`src/sv/ifrd_pkg.sv`:
```
`timescale 1ns / 1ps
// ----------------------------------------------------------------------------
// ifrd_pkg
// Shared types, constants and decode helpers for the IMU frame receiver.
// ----------------------------------------------------------------------------
package ifrd_pkg;

  // Frame layout
  localparam logic [7:0] HEADER_BYTE = 8'h55;
  localparam logic [7:0] TYPE_ACCEL  = 8'h51;
  localparam logic [7:0] TYPE_GYRO   = 8'h52;
  localparam logic [7:0] TYPE_ANGLE  = 8'h53;
  localparam int unsigned FRAME_LEN  = 11;
  localparam int unsigned POS_W      = 4;
  localparam logic [POS_W-1:0] POS_LAST = POS_W'(FRAME_LEN - 1);

  // Field widths
  localparam int unsigned RAW_W  = 16;
  localparam int unsigned AXIS_W = 28;
  localparam int unsigned TEMP_W = 15;

  // Axis scale factors (units of 2^-16 per raw LSB)
  localparam int unsigned SCALE_W = 13;
  localparam logic [SCALE_W-1:0] SCALE_ACCEL = 13'd32;
  localparam logic [SCALE_W-1:0] SCALE_GYRO  = 13'd4000;
  localparam logic [SCALE_W-1:0] SCALE_ANGLE = 13'd360;

  // Temperature: raw*100/340 == raw*5/17, division by reciprocal multiply
  localparam int unsigned TMAG_W     = 18;
  localparam int unsigned RECIP_W    = 22;
  localparam int unsigned RECIP_SH   = 26;
  localparam logic [RECIP_W-1:0] TEMP_RECIP = 22'd3947581;  // ceil(2^26/17)
  localparam int unsigned TQ_W       = 14;
  localparam logic signed [TEMP_W-1:0] TEMP_OFFSET = 15'sd3625;

  typedef enum logic [1:0] {
    KIND_ACCEL = 2'd0,
    KIND_GYRO  = 2'd1,
    KIND_ANGLE = 2'd2
  } ifrd_kind_e;

  // Raw frame contents handed from the collector to the scaler
  typedef struct packed {
    ifrd_kind_e              kind;
    logic signed [RAW_W-1:0] x;
    logic signed [RAW_W-1:0] y;
    logic signed [RAW_W-1:0] z;
    logic signed [RAW_W-1:0] t;
  } ifrd_raw_t;

  // Type byte decode: bit 2 marks a known type, low bits give the kind
  function automatic logic [2:0] type_decode(input logic [7:0] type_byte);
    logic [2:0] res;
    case (type_byte)
      TYPE_ACCEL: res = {1'b1, KIND_ACCEL};
      TYPE_GYRO:  res = {1'b1, KIND_GYRO};
      TYPE_ANGLE: res = {1'b1, KIND_ANGLE};
      default:    res = 3'b000;
    endcase
    return res;
  endfunction

  function automatic logic [SCALE_W-1:0] kind_scale(input ifrd_kind_e kind);
    logic [SCALE_W-1:0] res;
    case (kind)
      KIND_ACCEL: res = SCALE_ACCEL;
      KIND_GYRO:  res = SCALE_GYRO;
      KIND_ANGLE: res = SCALE_ANGLE;
      default:    res = '0;
    endcase
    return res;
  endfunction

endpackage

```
`src/sv/ifrd_collect.sv`:
```
`timescale 1ns / 1ps
// ----------------------------------------------------------------------------
// ifrd_collect
// Header hunt, byte position counter and frame store; emits the raw fields
// of each complete frame with a known type into a holding register.
// ----------------------------------------------------------------------------
module ifrd_collect import ifrd_pkg::*; (
  input  logic      clk_i,
  input  logic      rst_ni,
  input  logic      byte_valid_i,
  input  logic [7:0] byte_i,
  output logic      byte_ready_o,
  output logic      raw_valid_o,
  input  logic      raw_ready_i,
  output ifrd_raw_t raw_o
);

  logic [POS_W-1:0] pos_q, pos_d;
  logic [7:0]       frame_q [1:POS_LAST-1];
  logic             raw_valid_q, raw_valid_d;
  ifrd_raw_t        raw_q, raw_d;
  logic             byte_acc;
  logic [2:0]       type_dec;

  assign byte_ready_o = !raw_valid_q || raw_ready_i;
  assign byte_acc     = byte_valid_i && byte_ready_o;
  assign type_dec     = type_decode(frame_q[1]);

  // Position and frame-complete handling
  always_comb begin
    pos_d       = pos_q;
    raw_valid_d = raw_valid_q && !raw_ready_i;
    raw_d       = raw_q;
    if (byte_acc) begin
      if (pos_q == '0) begin
        if (byte_i == HEADER_BYTE) begin
          pos_d = POS_W'(1);
        end
      end else if (pos_q < POS_LAST) begin
        pos_d = pos_q + POS_W'(1);
      end else begin
        // checksum byte closes the frame
        pos_d = '0;
        if (type_dec[2]) begin
          raw_valid_d = 1'b1;
          raw_d.kind  = ifrd_kind_e'(type_dec[1:0]);
          raw_d.x     = {frame_q[3], frame_q[2]};
          raw_d.y     = {frame_q[5], frame_q[4]};
          raw_d.z     = {frame_q[7], frame_q[6]};
          raw_d.t     = {frame_q[9], frame_q[8]};
        end
      end
    end
  end

  always_ff @(posedge clk_i or negedge rst_ni) begin
    if (!rst_ni) begin
      pos_q       <= '0;
      raw_valid_q <= 1'b0;
    end else begin
      pos_q       <= pos_d;
      raw_valid_q <= raw_valid_d;
    end
  end

  // Frame store and raw holding register (no reset needed)
  always_ff @(posedge clk_i) begin
    if (byte_acc && pos_q != '0 && pos_q < POS_LAST) begin
      frame_q[pos_q] <= byte_i;
    end
    raw_q <= raw_d;
  end

  assign raw_valid_o = raw_valid_q;
  assign raw_o       = raw_q;

endmodule

```
`config.mk`:
```
export PLATFORM = sky130hd
export DESIGN_NAME = ifrd_collect
export DESIGN_NICKNAME = d
export VERILOG_FILES = /design/src/sv/ifrd_pkg.sv /design/src/sv/ifrd_collect.sv
export SDC_FILE = /design/constraint.sdc
export NUM_CORES = 1
export LEC_CHECK = 0
export ABC_AREA = 1
export BUFFER_PORTS_ARGS = -buffer_cell sky130_fd_sc_hd__buf_2
export CAP_MARGIN = 5
export CORE_MARGIN = 2
export CORE_UTILIZATION = 55
export DETAILED_ROUTE_END_ITERATION = 8
export GPL_ROUTABILITY_DRIVEN = 0
export PLACE_DENSITY_LB_ADDON = 0.08
export SYNTH_ARGS = -nofsm -noshare
export SYNTH_HDL_FRONTEND = slang
export SYNTH_SLANG_ARGS = --single-unit
```
`constraint.sdc`:
```
create_clock -name clk_i -period 5.4 [get_ports clk_i]
set_clock_uncertainty 0.2 [all_clocks]
set_input_delay 0.54 -clock clk_i [delete_from_list [all_inputs] [get_ports clk_i]]
set_output_delay 0.54 -clock clk_i [all_outputs]
set_load 0.02 [all_outputs]
```
; ---- Yosys cells after proc, flatten, opt, wreduce, memory -nomap -nowiden
; Memory sizes are Yosys's and may differ from the RTL's. A register that Yosys moved wholly into a read port is not among the register bits.
; Cells that the tools add are included.
[op_classes]
n_addsub = 1
magnitude_cmp = 1
n_eq_ne = 5
mux = 10
n_bitwise = 2
reduce_logical = 11
[op_table]
columns = cell, count
row1 = $eq 8x7->1 const B, 4
row2 = $mux 4, 3
row3 = $pmux 3 s3, 1
row4 = $mux 1, 6
row5 = $add 4x1->4 const B, 1
row6 = $logic_and 1x1->1, 4
row7 = $logic_not 4->1, 1
row8 = $lt 4x4->1 const B, 1
row9 = $reduce_and 4->1, 1
row10 = $reduce_bool 4->1, 1
row11 = $logic_not 1->1, 2
row12 = $ne 2x1->1 const B, 1
row13 = $not 1->1, 2
row14 = $reduce_and 2->1, 1
row15 = $logic_or 1x1->1, 1
[totals]
ff_bits = 7
mem_bits_rw = 72
word_cells = 34
mem_count = 1
[mem_list]
columns = memory, depth, width, rd, rd_clocked_by_memory_dff, write_ports, line_no
row1 = frame_q, 9, 8, 9, 8, 1, ifrd_collect.sv:19  ; logic [7:0] frame_q [1:POS_LAST-1];

; ---- Longest topological paths before layout
[depth]
depth_word = 7
depth_mapped = 8

; ---- Worst setup path before layout
; No wires, ideal clock.
[synth_path]
path_type = in2reg
start = in raw_ready_i
end = reg, netlist name raw_o[0]
setup_time_ps = 490
arrival_ps = 3783
required_time_ps = 4710
setup_slack_ps = 927
stages = 6
path_buffers = 0
cell_sequence = inv_1 nand2_2 nand2_1 inv_1 nand3_1 nor2_1
[synth_via]
elab_chain_cells = 3
[synth_lines]
columns = element, line_no
row1 = start: declaration, ifrd_collect.sv:14  ; input logic raw_ready_i,
row2 = $logic_or 1x1->1, ifrd_collect.sv:25  ; assign byte_ready_o = !raw_valid_q || raw_ready_i;
row3 = net byte_ready_o, ifrd_collect.sv:12  ; output logic byte_ready_o,
row4 = $logic_and 1x1->1, ifrd_collect.sv:26  ; assign byte_acc = byte_valid_i && byte_ready_o;
row5 = $reduce_and 4->1 (no line), -
; The timed path passes the listed nets, and every way through them passes these cells.
; A chain may end at the register's enable or synchronous reset.

; ---- Final worst setup path
[layout_path]
start = reg pos_q[1]
end = reg, netlist name raw_o[40]
[layout_via]
elab_chain_cells = 3
[layout_lines]
columns = element, line_no
row1 = start: declaration, ifrd_collect.sv:18  ; logic [POS_W-1:0] pos_q, pos_d;
row2 = start signal: assignment, ifrd_collect.sv:61  ; pos_q <= pos_d;
row3 = $lt 4x4->1 / $logic_not 4->1 (equally long branches), "ifrd_collect.sv:39, ifrd_collect.sv:35"
row4 = $not 1->1 (no line), -
row5 = $reduce_and 4->1 (no line) (*), -
; Every way passes the cells marked *; elsewhere a longest branch is shown, timed or not.

==> impl_summary.md <==
Clock network
The tree is rooted in a clkbuf_8. Counting every sink on the clock net gives 143. The maximum clock insertion buffer count is 2. In this run the number of H-tree levels came out at 4. The TritonCTS clock tree is yes. Post-CTS timing repair inserted 0 buffers for setup. For the worst-skew pair, the clock arrives at the later sink with an insertion delay of 0.50 ns. In this run, CTS created clock tree buffers numbering 17. The clock-pin slew on the worst setup and hold paths is 0.06 ns.

Worst setup path
The endpoint class of the critical path is a flip-flop. The origin of the critical flop-to-flop path is pos_q[1]. Walking the worst path, the cells encountered are inv_1 -> nand2_1 -> nand2_1 -> inv_1 -> nand3_1 -> nor2_4 -> buf_4. The longest individual stage delay on the worst path is 0.86 ns. Of all nets on the critical path, the largest fanout is 38.

The required time of the critical path is 5.36 ns. The startpoint class of the critical path is a flip-flop. The launching element of the worst setup path is pos_q[1]. On the critical path, the stage with the largest delay is an instance of nor2_4. At the worst endpoint, the arrival time is 2.83 ns. The path type of the worst setup path is reg -> reg.

Timing
The headroom to the max-slew limit is 22.0%. The count of pins over their slew limit is 0. For this run, the top clock speed supported by timing is 348 MHz. The setup violation total in the final timing report is 0. Setup repair after global routing left no endpoint under its margin. The number of hold-slack violations in the final timing report is 0. The ratio of final minimum period to clock period is 53.2%. The post-layout minimum cycle time is 2.87 ns.

Setup total negative slack on the finished layout was measured at 0 ns. For the pin with the worst max-slew slack, the measured transition is 1.16 ns.

Floorplanning
In this run the standard cell core region covers 8260 um^2. The initial core utilization is 57.0%. 80 I/O pins were placed. The width of the chip is 96.5 um.

The die boundary height is 96.5 um. The floorplan has 33 rows. The die outline area is 9320 um^2.

Synthesis
The sequential fraction of the synthesis area is 90.6%. The unique cell type count in the Yosys netlist is 19. By area the synthesized netlist is led by edfxtp_1 (88%), dfrtp_1 (2.7%), nand2_1 (2.0%). Synthesis handed over a netlist of 229 instances. The cell type with the highest aggregate area in the netlist is edfxtp_1.

Counting flops and latches in the post-synthesis netlist gives 143. The most common cell in the synthesized netlist is edfxtp_1. In this run, synthesis inferred 138 flip-flops with an integrated enable. A synthesized cell averages 20.6 um^2. The synthesized cell area is 4710 um^2. The share of synthesized area in the top cell type comes to 88.0%. Yosys printed 0 warnings. Ranked by instance count, the synthesized netlist is headed by edfxtp_1 (138), nand2_1 (25), inv_1 (16), nor2_1 (11), nand3_1 (9). For this run, asynchronously set or reset flops after synthesis account for 3.50%. Synthesis produced a netlist with a net count of 245. The most used flip-flop cell after synthesis is edfxtp_1.

Power and ir drop
The areal power density over the cells is 472 nW/um^2. The clock network power share is 44.7%. In this run the static leakage power is 0.00218 uW. The switching power share of the total is 22.5%. Cell internal power was estimated by the tool at 2160 uW. The share of total power dissipated in sequential elements is 47.5%. The maximum vdd drop is 0.275 mV. The reported net switching power is 628 uW. In this run, the combinational gates consume 7.9% of the power.

GRT
Global routing used 17.9% of the available tracks across all layers. The number of antenna violations at the first check in global routing was 0. The first global-routing pass estimated 11.4 mm of wire. Entering global routing, the biggest net connects 39 pins. Summed over all layers, the global routing overflow is 0. The via count of the first global-routing pass is 2087.

Detailed routing
The final antenna-violating net count is 0. The number of DRC violations after detailed routing is 0. For this block, the via count after detailed routing is 2242. The final layout contains routed wiring with a total length of 7.68 mm. The first detailed-routing pass ran for 4 iterations. Dividing the detail-routed via count by the number of cells gives 5.00.

In this run, the number of DRC markers left after iteration 0 of detailed routing was 145. The post-detailed-route wirelength per cell is 17.1 um.

Layout
The net total in the final layout is 346. Compared with the post-synthesis result, the final layout area differs by 25.6%. 0 antenna diodes ended up in the layout.

The post-layout instance count excluding filler cells is 448. The fraction of final layout cells sized beyond drive strength 1 is 36.4%.

Flow run
The number of maximum-capacitance constraint violations is 0.

Outcome
The run finished with clean final reports.

Min path
The worst hold path startpoint is raw_ready_i. In this run the worst hold path is classified as in -> reg.

Placement
Counting tap cells, the placed design contains a total of 415 instances. Port buffering added 79 buffers. Detailed placement finished with a half-perimeter wire length of 4.66 mm.
metrics by stage:
step | hold WS (ns) | worst slack, ns | area (um^2) | utilization (%) | total power [uW]
floorplan | 0.0444 | 0.927 | 4710 | - | 1500
global placement | 0.166 | 2.41 | 5260 | 63.7 | 1560
detailed placement | 0.160 | 2.36 | 5260 | 63.7 | 1570
CTS | 0.0902 | 2.50 | 5920 | 71.6 | 2820
global route | 0.0958 | 2.31 | 5920 | 71.6 | 2900
finish | 0.113 | 2.53 | 5920 | 71.6 | 2790
metal layers:
| metal | vias up | global-route usage (%) | routed length, um |
|---|---|---|---|
| met1 | 1098 | 24.3 | 3270 |
| met3 | 4 | 6.05 | 544 |
| met2 | 87 | 26.9 | 3810 |
| met4 | 0 | 7.63 | 54 |
| met5 | - | 0 | 0 |
| li1 | 1053 | - | - |
cells by family after synthesis:
logic type | synth area share (%)
AO/OA/AOI/OAI | 0.212
XOR/XNOR | 0.186
adder cells (fa/ha/maj) | 1.06
flip-flops | 90.6
buffers and inverters | 1.43
AND/OR/NAND/NOR | 6.46
registers in the layout (all words and copies together), names as in the netlist:
| signal | count |
|---|---|
| raw_o | 66 |
| raw_valid_o | 1 |
| frame_q | 72 |
| pos_q | 4 |
worst max-delay path, delay by kind of cell (launching register included):
kind | cells | cell delay [ns]
simple gates | 4 | 1.20
flops | 1 | 0.40
buf+inv | 3 | 0.70
timing repair:
| item | in CTS | in global routing |
|---|---|---|
| hold buffers | 1 | 0 |
| gates resized for setup | 0 | 0 |
| hold endpoints to repair | 5 | 0 |
power by group through the flow:
stage	combinational [uW]	clock [uW]	sequential (uW)
3_3_place_gp	217	0	1350
5_1_grt	249	1320	1330
2_1_floorplan	160	0	1340
3_5_place_dp	219	0	1350
4_1_cts	222	1270	1320
6_report	219	1250	1320
area by class of cell:
type,instances,area (um^2)
Timing Repair Buffer,82,420
Tap cell,105,131
Inverter,18,67.6
Sequential cell,143,4270
Multi-Input combinational cell,68,380
Clock inverter,14,229
Fill cell,519,2340
Clock buffer,18,418
final timing paths:
kind                          endpoint  cells after the start  slack, ns
setup / recovery             raw_o[40]                      7       2.53
hold / removal             raw_valid_o                      4       0.11
setup reg to reg             raw_o[40]                      7       2.53
hold reg to reg              raw_o[14]                      0       0.22
max in group asynchronous     pos_q[3]                      2       4.69
min in group asynchronous  raw_valid_o                      2       0.18
placed cells by master (no fill, tap or decap), drive strengths merged:
| cell type | Yosys | layout |
|---|---|---|
| o21ai | 2 | 2 |
| edfxtp | 138 | 138 |
| nand4 | 1 | 1 |
| clkinv | 0 | 3 |
| inv | 18 | 22 |
| dfrtp | 5 | 5 |
| nor3 | 9 | 9 |
| clkinvlp | 0 | 2 |
| clkbuf | 0 | 18 |
| dlygate4sd3 | 0 | 1 |
| nand2 | 28 | 28 |
| nor2 | 13 | 13 |
| buf | 0 | 81 |
| bufinv | 0 | 5 |
| nand3 | 9 | 9 |
| xor2 | 1 | 1 |
| or2 | 1 | 1 |
| ha | 4 | 4 |
(Power assumes the default switching activity.)
