### config.mk
export PLATFORM = sky130hd
export DESIGN_NAME = ifrd_scale
export DESIGN_NICKNAME = d
export VERILOG_FILES = /design/src/sv/ifrd_pkg.sv /design/src/sv/ifrd_scale.sv
export SDC_FILE = /design/constraint.sdc
export NUM_CORES = 1
export LEC_CHECK = 0
export BUFFER_PORTS_ARGS = -buffer_cell sky130_fd_sc_hd__buf_2
export CAP_MARGIN = 10
export CORE_ASPECT_RATIO = 0.8
export CORE_MARGIN = 4
export CORE_UTILIZATION = 35
export CTS_CLUSTER_SIZE = 12
export DETAILED_ROUTE_END_ITERATION = 7
export PLACE_DENSITY = 0.52
export SETUP_SLACK_MARGIN = 0.2
export SYNTH_ARGS = -nofsm -noshare
export SYNTH_HDL_FRONTEND = slang
export SYNTH_SLANG_ARGS = --single-unit
### constraint.sdc
create_clock -name clk_i -period 5.32 [get_ports clk_i]
set_input_delay 1.064 -clock clk_i [delete_from_list [all_inputs] [get_ports clk_i]]
set_output_delay 1.064 -clock clk_i [all_outputs]
set_load 0.005 [all_outputs]
### src/sv/ifrd_pkg.sv
`timescale 1ns / 1ps
// ----------------------------------------------------------------------------
// ifrd_pkg
// Shared types, constants and decode helpers for the IMU frame receiver.
// ----------------------------------------------------------------------------
package ifrd_pkg;

  // Frame layout
  localparam logic [7:0] HEADER_BYTE = 8'h55;
  localparam logic [7:0] TYPE_ACCEL  = 8'h51;
  localparam logic [7:0] TYPE_GYRO   = 8'h52;
  localparam logic [7:0] TYPE_ANGLE  = 8'h53;
  localparam int unsigned FRAME_LEN  = 11;
  localparam int unsigned POS_W      = 4;
  localparam logic [POS_W-1:0] POS_LAST = POS_W'(FRAME_LEN - 1);

  // Field widths
  localparam int unsigned RAW_W  = 16;
  localparam int unsigned AXIS_W = 28;
  localparam int unsigned TEMP_W = 15;

  // Axis scale factors (units of 2^-16 per raw LSB)
  localparam int unsigned SCALE_W = 13;
  localparam logic [SCALE_W-1:0] SCALE_ACCEL = 13'd32;
  localparam logic [SCALE_W-1:0] SCALE_GYRO  = 13'd4000;
  localparam logic [SCALE_W-1:0] SCALE_ANGLE = 13'd360;

  // Temperature: raw*100/340 == raw*5/17, division by reciprocal multiply
  localparam int unsigned TMAG_W     = 18;
  localparam int unsigned RECIP_W    = 22;
  localparam int unsigned RECIP_SH   = 26;
  localparam logic [RECIP_W-1:0] TEMP_RECIP = 22'd3947581;  // ceil(2^26/17)
  localparam int unsigned TQ_W       = 14;
  localparam logic signed [TEMP_W-1:0] TEMP_OFFSET = 15'sd3625;

  typedef enum logic [1:0] {
    KIND_ACCEL = 2'd0,
    KIND_GYRO  = 2'd1,
    KIND_ANGLE = 2'd2
  } ifrd_kind_e;

  // Raw frame contents handed from the collector to the scaler
  typedef struct packed {
    ifrd_kind_e              kind;
    logic signed [RAW_W-1:0] x;
    logic signed [RAW_W-1:0] y;
    logic signed [RAW_W-1:0] z;
    logic signed [RAW_W-1:0] t;
  } ifrd_raw_t;

  // Type byte decode: bit 2 marks a known type, low bits give the kind
  function automatic logic [2:0] type_decode(input logic [7:0] type_byte);
    logic [2:0] res;
    case (type_byte)
      TYPE_ACCEL: res = {1'b1, KIND_ACCEL};
      TYPE_GYRO:  res = {1'b1, KIND_GYRO};
      TYPE_ANGLE: res = {1'b1, KIND_ANGLE};
      default:    res = 3'b000;
    endcase
    return res;
  endfunction

  function automatic logic [SCALE_W-1:0] kind_scale(input ifrd_kind_e kind);
    logic [SCALE_W-1:0] res;
    case (kind)
      KIND_ACCEL: res = SCALE_ACCEL;
      KIND_GYRO:  res = SCALE_GYRO;
      KIND_ANGLE: res = SCALE_ANGLE;
      default:    res = '0;
    endcase
    return res;
  endfunction

endpackage

### src/sv/ifrd_scale.sv
`timescale 1ns / 1ps
// ----------------------------------------------------------------------------
// ifrd_scale
// Two-stage fixed-point scaling: product register, then the result register
// with the temperature reciprocal shift, sign and offset.
// ----------------------------------------------------------------------------
module ifrd_scale import ifrd_pkg::*; (
  input  logic                     clk_i,
  input  logic                     rst_ni,
  input  logic                     raw_valid_i,
  output logic                     raw_ready_o,
  input  ifrd_raw_t                raw_i,
  output logic                     res_valid_o,
  input  logic                     res_ready_i,
  output ifrd_kind_e               res_kind_o,
  output logic signed [AXIS_W-1:0] res_x_o,
  output logic signed [AXIS_W-1:0] res_y_o,
  output logic signed [AXIS_W-1:0] res_z_o,
  output logic signed [TEMP_W-1:0] res_temp_o
);

  localparam int unsigned PROD_W  = RAW_W + SCALE_W + 1;
  localparam int unsigned TN_W    = TMAG_W + 1;
  localparam int unsigned TPROD_W = TMAG_W + RECIP_W;

  // Stage enables: a stage moves when its successor is empty or moving
  logic prod_valid_q, res_valid_q;
  logic en_prod, en_res;

  assign en_res      = !res_valid_q || res_ready_i;
  assign en_prod     = !prod_valid_q || en_res;
  assign raw_ready_o = en_prod;

  // Product stage
  logic signed [PROD_W-1:0] scale_s;
  logic signed [PROD_W-1:0] px, py, pz;
  logic signed [TN_W-1:0]   t5;
  logic [TMAG_W-1:0]        tmag;
  logic [TPROD_W-1:0]       tprod;

  ifrd_kind_e               kind_q;
  logic signed [AXIS_W-1:0] px_q, py_q, pz_q;
  logic [TPROD_W-1:0]       tprod_q;
  logic                     tneg_q;

  always_comb begin
    scale_s = $signed({{(PROD_W-SCALE_W){1'b0}}, kind_scale(raw_i.kind)});
    px      = PROD_W'(raw_i.x) * scale_s;
    py      = PROD_W'(raw_i.y) * scale_s;
    pz      = PROD_W'(raw_i.z) * scale_s;
    t5      = TN_W'(raw_i.t) * TN_W'(5);
    tmag    = t5[TN_W-1] ? TMAG_W'(-t5) : TMAG_W'(t5);
    tprod   = TPROD_W'(tmag) * TPROD_W'(TEMP_RECIP);
  end

  always_ff @(posedge clk_i) begin
    if (en_prod) begin
      kind_q  <= raw_i.kind;
      px_q    <= px[AXIS_W-1:0];
      py_q    <= py[AXIS_W-1:0];
      pz_q    <= pz[AXIS_W-1:0];
      tprod_q <= tprod;
      tneg_q  <= t5[TN_W-1];
    end
  end

  // Result stage: quotient by 17, restore sign, add offset
  logic [TQ_W-1:0]          tq;
  logic signed [TEMP_W-1:0] tsigned;

  ifrd_kind_e               res_kind_q;
  logic signed [AXIS_W-1:0] res_x_q, res_y_q, res_z_q;
  logic signed [TEMP_W-1:0] res_temp_q;

  always_comb begin
    tq      = tprod_q[RECIP_SH +: TQ_W];
    tsigned = tneg_q ? -$signed(TEMP_W'(tq)) : $signed(TEMP_W'(tq));
  end

  always_ff @(posedge clk_i) begin
    if (en_res) begin
      res_kind_q <= kind_q;
      res_x_q    <= px_q;
      res_y_q    <= py_q;
      res_z_q    <= pz_q;
      res_temp_q <= tsigned + TEMP_OFFSET;
    end
  end

  // Stage valid flags
  always_ff @(posedge clk_i or negedge rst_ni) begin
    if (!rst_ni) begin
      prod_valid_q <= 1'b0;
      res_valid_q  <= 1'b0;
    end else begin
      if (en_prod) begin
        prod_valid_q <= raw_valid_i;
      end
      if (en_res) begin
        res_valid_q <= prod_valid_q;
      end
    end
  end

  assign res_valid_o = res_valid_q;
  assign res_kind_o  = res_kind_q;
  assign res_x_o     = res_x_q;
  assign res_y_o     = res_y_q;
  assign res_z_o     = res_z_q;
  assign res_temp_o  = res_temp_q;

endmodule

== After elaboration in Yosys (flattened, before gate mapping) ==
Index checks and enable logic that the tools add are counted.
Word-level totals
  register bits: 230
  input bits: 70
  output and inout port bits: 103
Cells by class
  eq/ne operators: 2
  reductions and logical operators: 5
  mux-type cells: 3
  multiply operators: 5
  add/subtract/negate cells: 3
Operators by type and width (number)
  $mul 16x13->28: 3
  $mul 18x22->40 const B: 1
  $pmux 12 s3: 1
  $mul 16x4->19 const B: 1
  $mux 18: 1
  $neg 18->18: 1
  $add 15x13->15 const B: 1
  $mux 15: 1
  $neg 14->15: 1
  $eq 2x1->1 const B: 1
  $eq 2x2->1 const B: 1
  $logic_not 1->1: 2
  $logic_not 2->1: 1
  $logic_or 1x1->1: 2

== Longest topological paths before layout ==
  depth in word-level cells: 4
  mapped depth: 34
  gate-level depth less buffers: 33

== Worst setup path before layout ==
OpenSTA, ideal clock, no wires.
  path type: input -> register
  start: input raw_i[1] in the netlist's numbering
  end: register tprod_q[37] (data pin)
  data arrival time: 8.991 ns
  path buffers: 0
  data required time: 5.058 ns
  stages: 30
  setup slack: -3.933 ns
  setup time: 0.262 ns
  cell sequence: ha_1 ha_1 fa_1 a21o_1 a21oi_1 o21bai_1 a21oi_1 xnor2_1 or3b_2 nor4_1 a31oi_1 xnor2_1 fa_1 inv_1 fa_1 fa_1 fa_1 inv_1 fa_1 fa_1 ha_1 a21o_1 a21o_1 a2111oi_0 a211oi_1 a211oi_1 o21ai_0 a311oi_2 o21bai_1 xor2_1
Between the ends
  longest elaborated chain between the ends: 4
Ends and longest elaborated chain
  start: declaration: RTL line ifrd_scale.sv:12  | input ifrd_raw_t raw_i,
  $mul 16x4->19 *: RTL line ifrd_scale.sv:51  | t5 = TN_W'(raw_i.t) * TN_W'(5);
  $neg 18->18: RTL line ifrd_scale.sv:52  | tmag = t5[TN_W-1] ? TMAG_W'(-t5) : TMAG_W'(t5);
  $mux 18 *: RTL line ifrd_scale.sv:52
  $mul 18x22->40 *: RTL line ifrd_scale.sv:53  | tprod = TPROD_W'(tmag) * TPROD_W'(TEMP_RECIP);
  named net tprod[37]: RTL line ifrd_scale.sv:39  | logic [TPROD_W-1:0] tprod;
  end signal: assignment: RTL line ifrd_scale.sv:62  | tprod_q <= tprod;
  end: declaration: RTL line ifrd_scale.sv:43  | logic [TPROD_W-1:0] tprod_q;
Mark *: on every way through the listed nets, which the timed path passes. The rest lies on a longest branch.
A chain may end at the register's enable or synchronous reset.

== Worst setup path after layout ==
  start: input raw_i[1] in the netlist's numbering
  end: register tprod_q[39] (data pin)
The elaborated chain is that of the path after synthesis.

==> impl_results.md <==
* Placer Congestion at 0.873
* Violations in the final reports: setup timing
* Die width at 316 um
* Root buffer cell: clkbuf_16
* Die Span Y at 254 um
* Seq/Total Area, Yosys at 21.0%
* Clock buffer depth at 2
* Initial antenna violation count at 10
* PortBufs at 163
* Clk slew on worst S/H paths at 0.09 ns
* Cell variety after synth at 74
* Endpoints failing setup at 51
* TritonCTS Buffers at 17
* Via count at 18,600
* Clock Latency Late Sink at 0.48 ns
* Vias in the first global route at 20,100
* Setup CP Type: in -> reg
* CP Launch Type: input port
* Post-route setup TNS at -59.74 ns
* Worst endpoint required time at 5.56 ns
* Hold Fails Final Rpt at 0
* Die area at 80,400 um^2
* Post-Layout Cell Count at 4,130
* CTS H-tree depth at 4
* Worst-path cell with the longest stage delay: fa_2
* RSZ-0062 raised after global routing: yes
* Tcrit/Tclk final at 159%
* Status: finished, violations left
* Critical Path Sink: tprod_q[39]$_DFFE_PP_
* Post-Place Cells at 4,003
* Drt pass-1 iters at 5
* CP arrival at 8.72 ns
* Normalized max-slew margin at 41.4%
* Initial Utilization at 35.3%
* R2R Path Start: tneg_q$_DFFE_PP_
* Final ANT Viol Nets at 0
* Final wirelength at 65,100 um
* HP Class: in -> async
* CTS tree: done
* Vias per cell at 4.50
* Syn-to-layout area delta at 34.0%
* Setup slack after layout at -3.16 ns
* Max-cap violations at 0
* R2r setup slk at 2.30 ns
* Num Clock Sinks at 186
* Crit path time final at 8.48 ns
* Final Cell Area at 35,600 um^2
* Boundary Pins at 173
* Layout cells sized above 1 at 34.1%
* Standard-cell rows at 90
* Slew @ Worst Pin at 0.880 ns
* Synthesis Warnings at 0
* CP Max Fanout at 3
* First-pass GRT wire length at 105,000 um
* Initial DRC count at 734
* Max Clk Rate at 0.118 GHz
* Layout filler cell count at 6,957
* Number of synthesized register bits at 186
* Final Max Slew Viols at 0
* R2R depth at 11
* Placed cell areas at 32,800 um^2
* Crit. Startpoint: raw_i[1]
* Top_reg_cell synth: edfxtp_1
* Largest net degree at the start of global routing at 56
* Post-synth EDFFs at 184
* Total gr overflow at 0
* Final core occ at 47.3%
* Synthesized area at 26,600 um^2
* Share of flip-flops with an asynchronous set or reset at 1.08%
* DRC Markers at 0
* Post-synthesis area per instance at 11.2 um^2
* Final Net Count at 4,007
* Critical path endpoint category: register
* CP dominant cell by count: fa_1
* Max incr delay on CP at 0.56 ns
* Core ar. at 75,300 um^2
* GRT Total Usage at 16.6%
* Reg-to-Reg End: res_temp_o[14]$_DFFE_PP_
* Cts hold-fix bufs at 0
* Final Skew at 0.0140 ns
* Wirelength per Cell at 15.8 um
* Syn Inst Count at 2,383
* HPWL Detailed at 55,400 um
[worst min-delay path by stage]
stage,from,end,slack [ns],depth (start not counted)
after floorplan,kind_q[0]$_DFFE_PP_,res_kind_o[0]$_DFFE_PP_,0.40,0
after global placement,pz_q[17]$_DFFE_PP_,res_z_o[17]$_DFFE_PP_,0.40,0
after detailed placement,px_q[20]$_DFFE_PP_,res_x_o[20]$_DFFE_PP_,0.40,0
after CTS,rst_ni,prod_valid_q$_DFFE_PN0P_,0.30,1
after global routing,rst_ni,prod_valid_q$_DFFE_PN0P_,0.30,1
final,rst_ni,res_valid_o$_DFFE_PN0P_,0.35,1
[per-stage QoR]
step	setup WS, ns	hold WS, ns
5_1_grt	-3.35	0.301
4_1_cts	-3.18	0.301
3_3_place_gp	-3.69	0.401
3_5_place_dp	-3.86	0.405
2_1_floorplan	-3.30	0.400
6_report	-3.16	0.345
[state kept, by name (all words and copies together), names as in the netlist]
register	count
res_z_o	25
res_temp_o	15
pz_q	25
kind_q	2
tneg_q	1
tprod_q	14
res_x_o	25
py_q	25
prod_valid_q	1
res_kind_o	2
res_valid_o	1
res_y_o	25
px_q	25
[cells in the mapped netlist, drive strengths merged (5+ instances only)]
library cell	instances	share of area, %
inv	500	7.1
ha	433	20
fa	406	31
edfxtp	184	21
nor2b	108	2.5
and2	103	2.4
xnor2	103	3.4
nor2	63	0.92
a21oi	60	1.1
nand2	50	0.72
xor2	48	1.6
o21ai	45	0.86
clkbuf	26	0.37
nand3	26	0.49
a21o	25	0.71
nand2b	17	0.40
o21a	15	0.42
or3	15	0.37
nor3	14	0.28
o21bai	12	0.34
a211oi	11	0.31
buf	10	0.27
and3	9	0.23
o211ai	9	0.25
o31ai	8	0.24
a31oi	6	0.20
o41ai	6	0.23
nand4	5	0.12
[logic make-up after synthesis]
kind of cell / share of synthesized area, %
adder cells (fa/ha/maj): 51.0
flip-flops: 21.0
multiplexers: 0.0377
AO/OA/AOI/OAI: 6.30
XOR/XNOR: 4.98
AND/OR/NAND/NOR: 9.03
buffers and inverters: 7.70
other: 0.0141
[repair_timing]
item                                    in CTS  in global routing
endpoints found under the setup margin      59                 58
buffers inserted                            50                 32
gates resized for setup                    215                111
pin swaps                                  117                105
cloned                                       5                  1
[worst max-delay path: cells and delay by family]
kind            cells  cell delay [ns]
fa+ha+maj          10             4.02
compound gates     11             2.10
simple gates        3             0.76
xor+xnor            3             0.40
buf+inv             4             0.37
[placed cells by master (no fill, tap or decap), drive strengths merged, types with 4 or more instances in the layout]
cell type  netlist  layout
o21ai           45      45
a21oi           60      60
nor3            14      14
clkinv           0       7
inv            500     507
o21a            15      15
or3             15      15
nor2            63      63
nand2b          17      17
fa             406     406
nand4            5       5
ha             433     433
o31ai            8       8
a21o            25      25
conb             1       9
a211oi          11      11
o211ai           9       9
diode            0       7
xnor2          103     103
or2              4       4
a31oi            6       6
xor2            48      48
a41oi            4       4
o21bai          12      12
nor2b          108     108
buf             10     723
edfxtp         184     184
and3             9       9
nand3           26      26
nand2           50      50
clkbuf          26      18
and2           103     103
o31a             4       4
o41ai            6       6
[cell type report]
class / count / area (um^2) / share of cell area [%]
clock buffer: 17 / 425 / 1.19
clock inverter: 15 / 188 / 0.527
antenna: 7 / 17.5 / 0.0492
tap: 1012 / 1270 / 3.56
sequential: 186 / 5580 / 15.7
timing repair buffer: 724 / 5540 / 15.6
inverter: 500 / 1890 / 5.31
multi-input combinational: 1669 / 20700 / 58.1
[routing by layer]
layer	share of wire (%)	vias up	GRT usage (%)
li1	-	9184	-
met1	51	9184	24.8
met2	45	163	25.9
met3	2.9	41	2.62
met4	1.3	4	3.10
met5	0.041	-	0
Power is not shown: default switching activity piles up to over one toggle a cycle in this logic, so the estimate is an artifact.
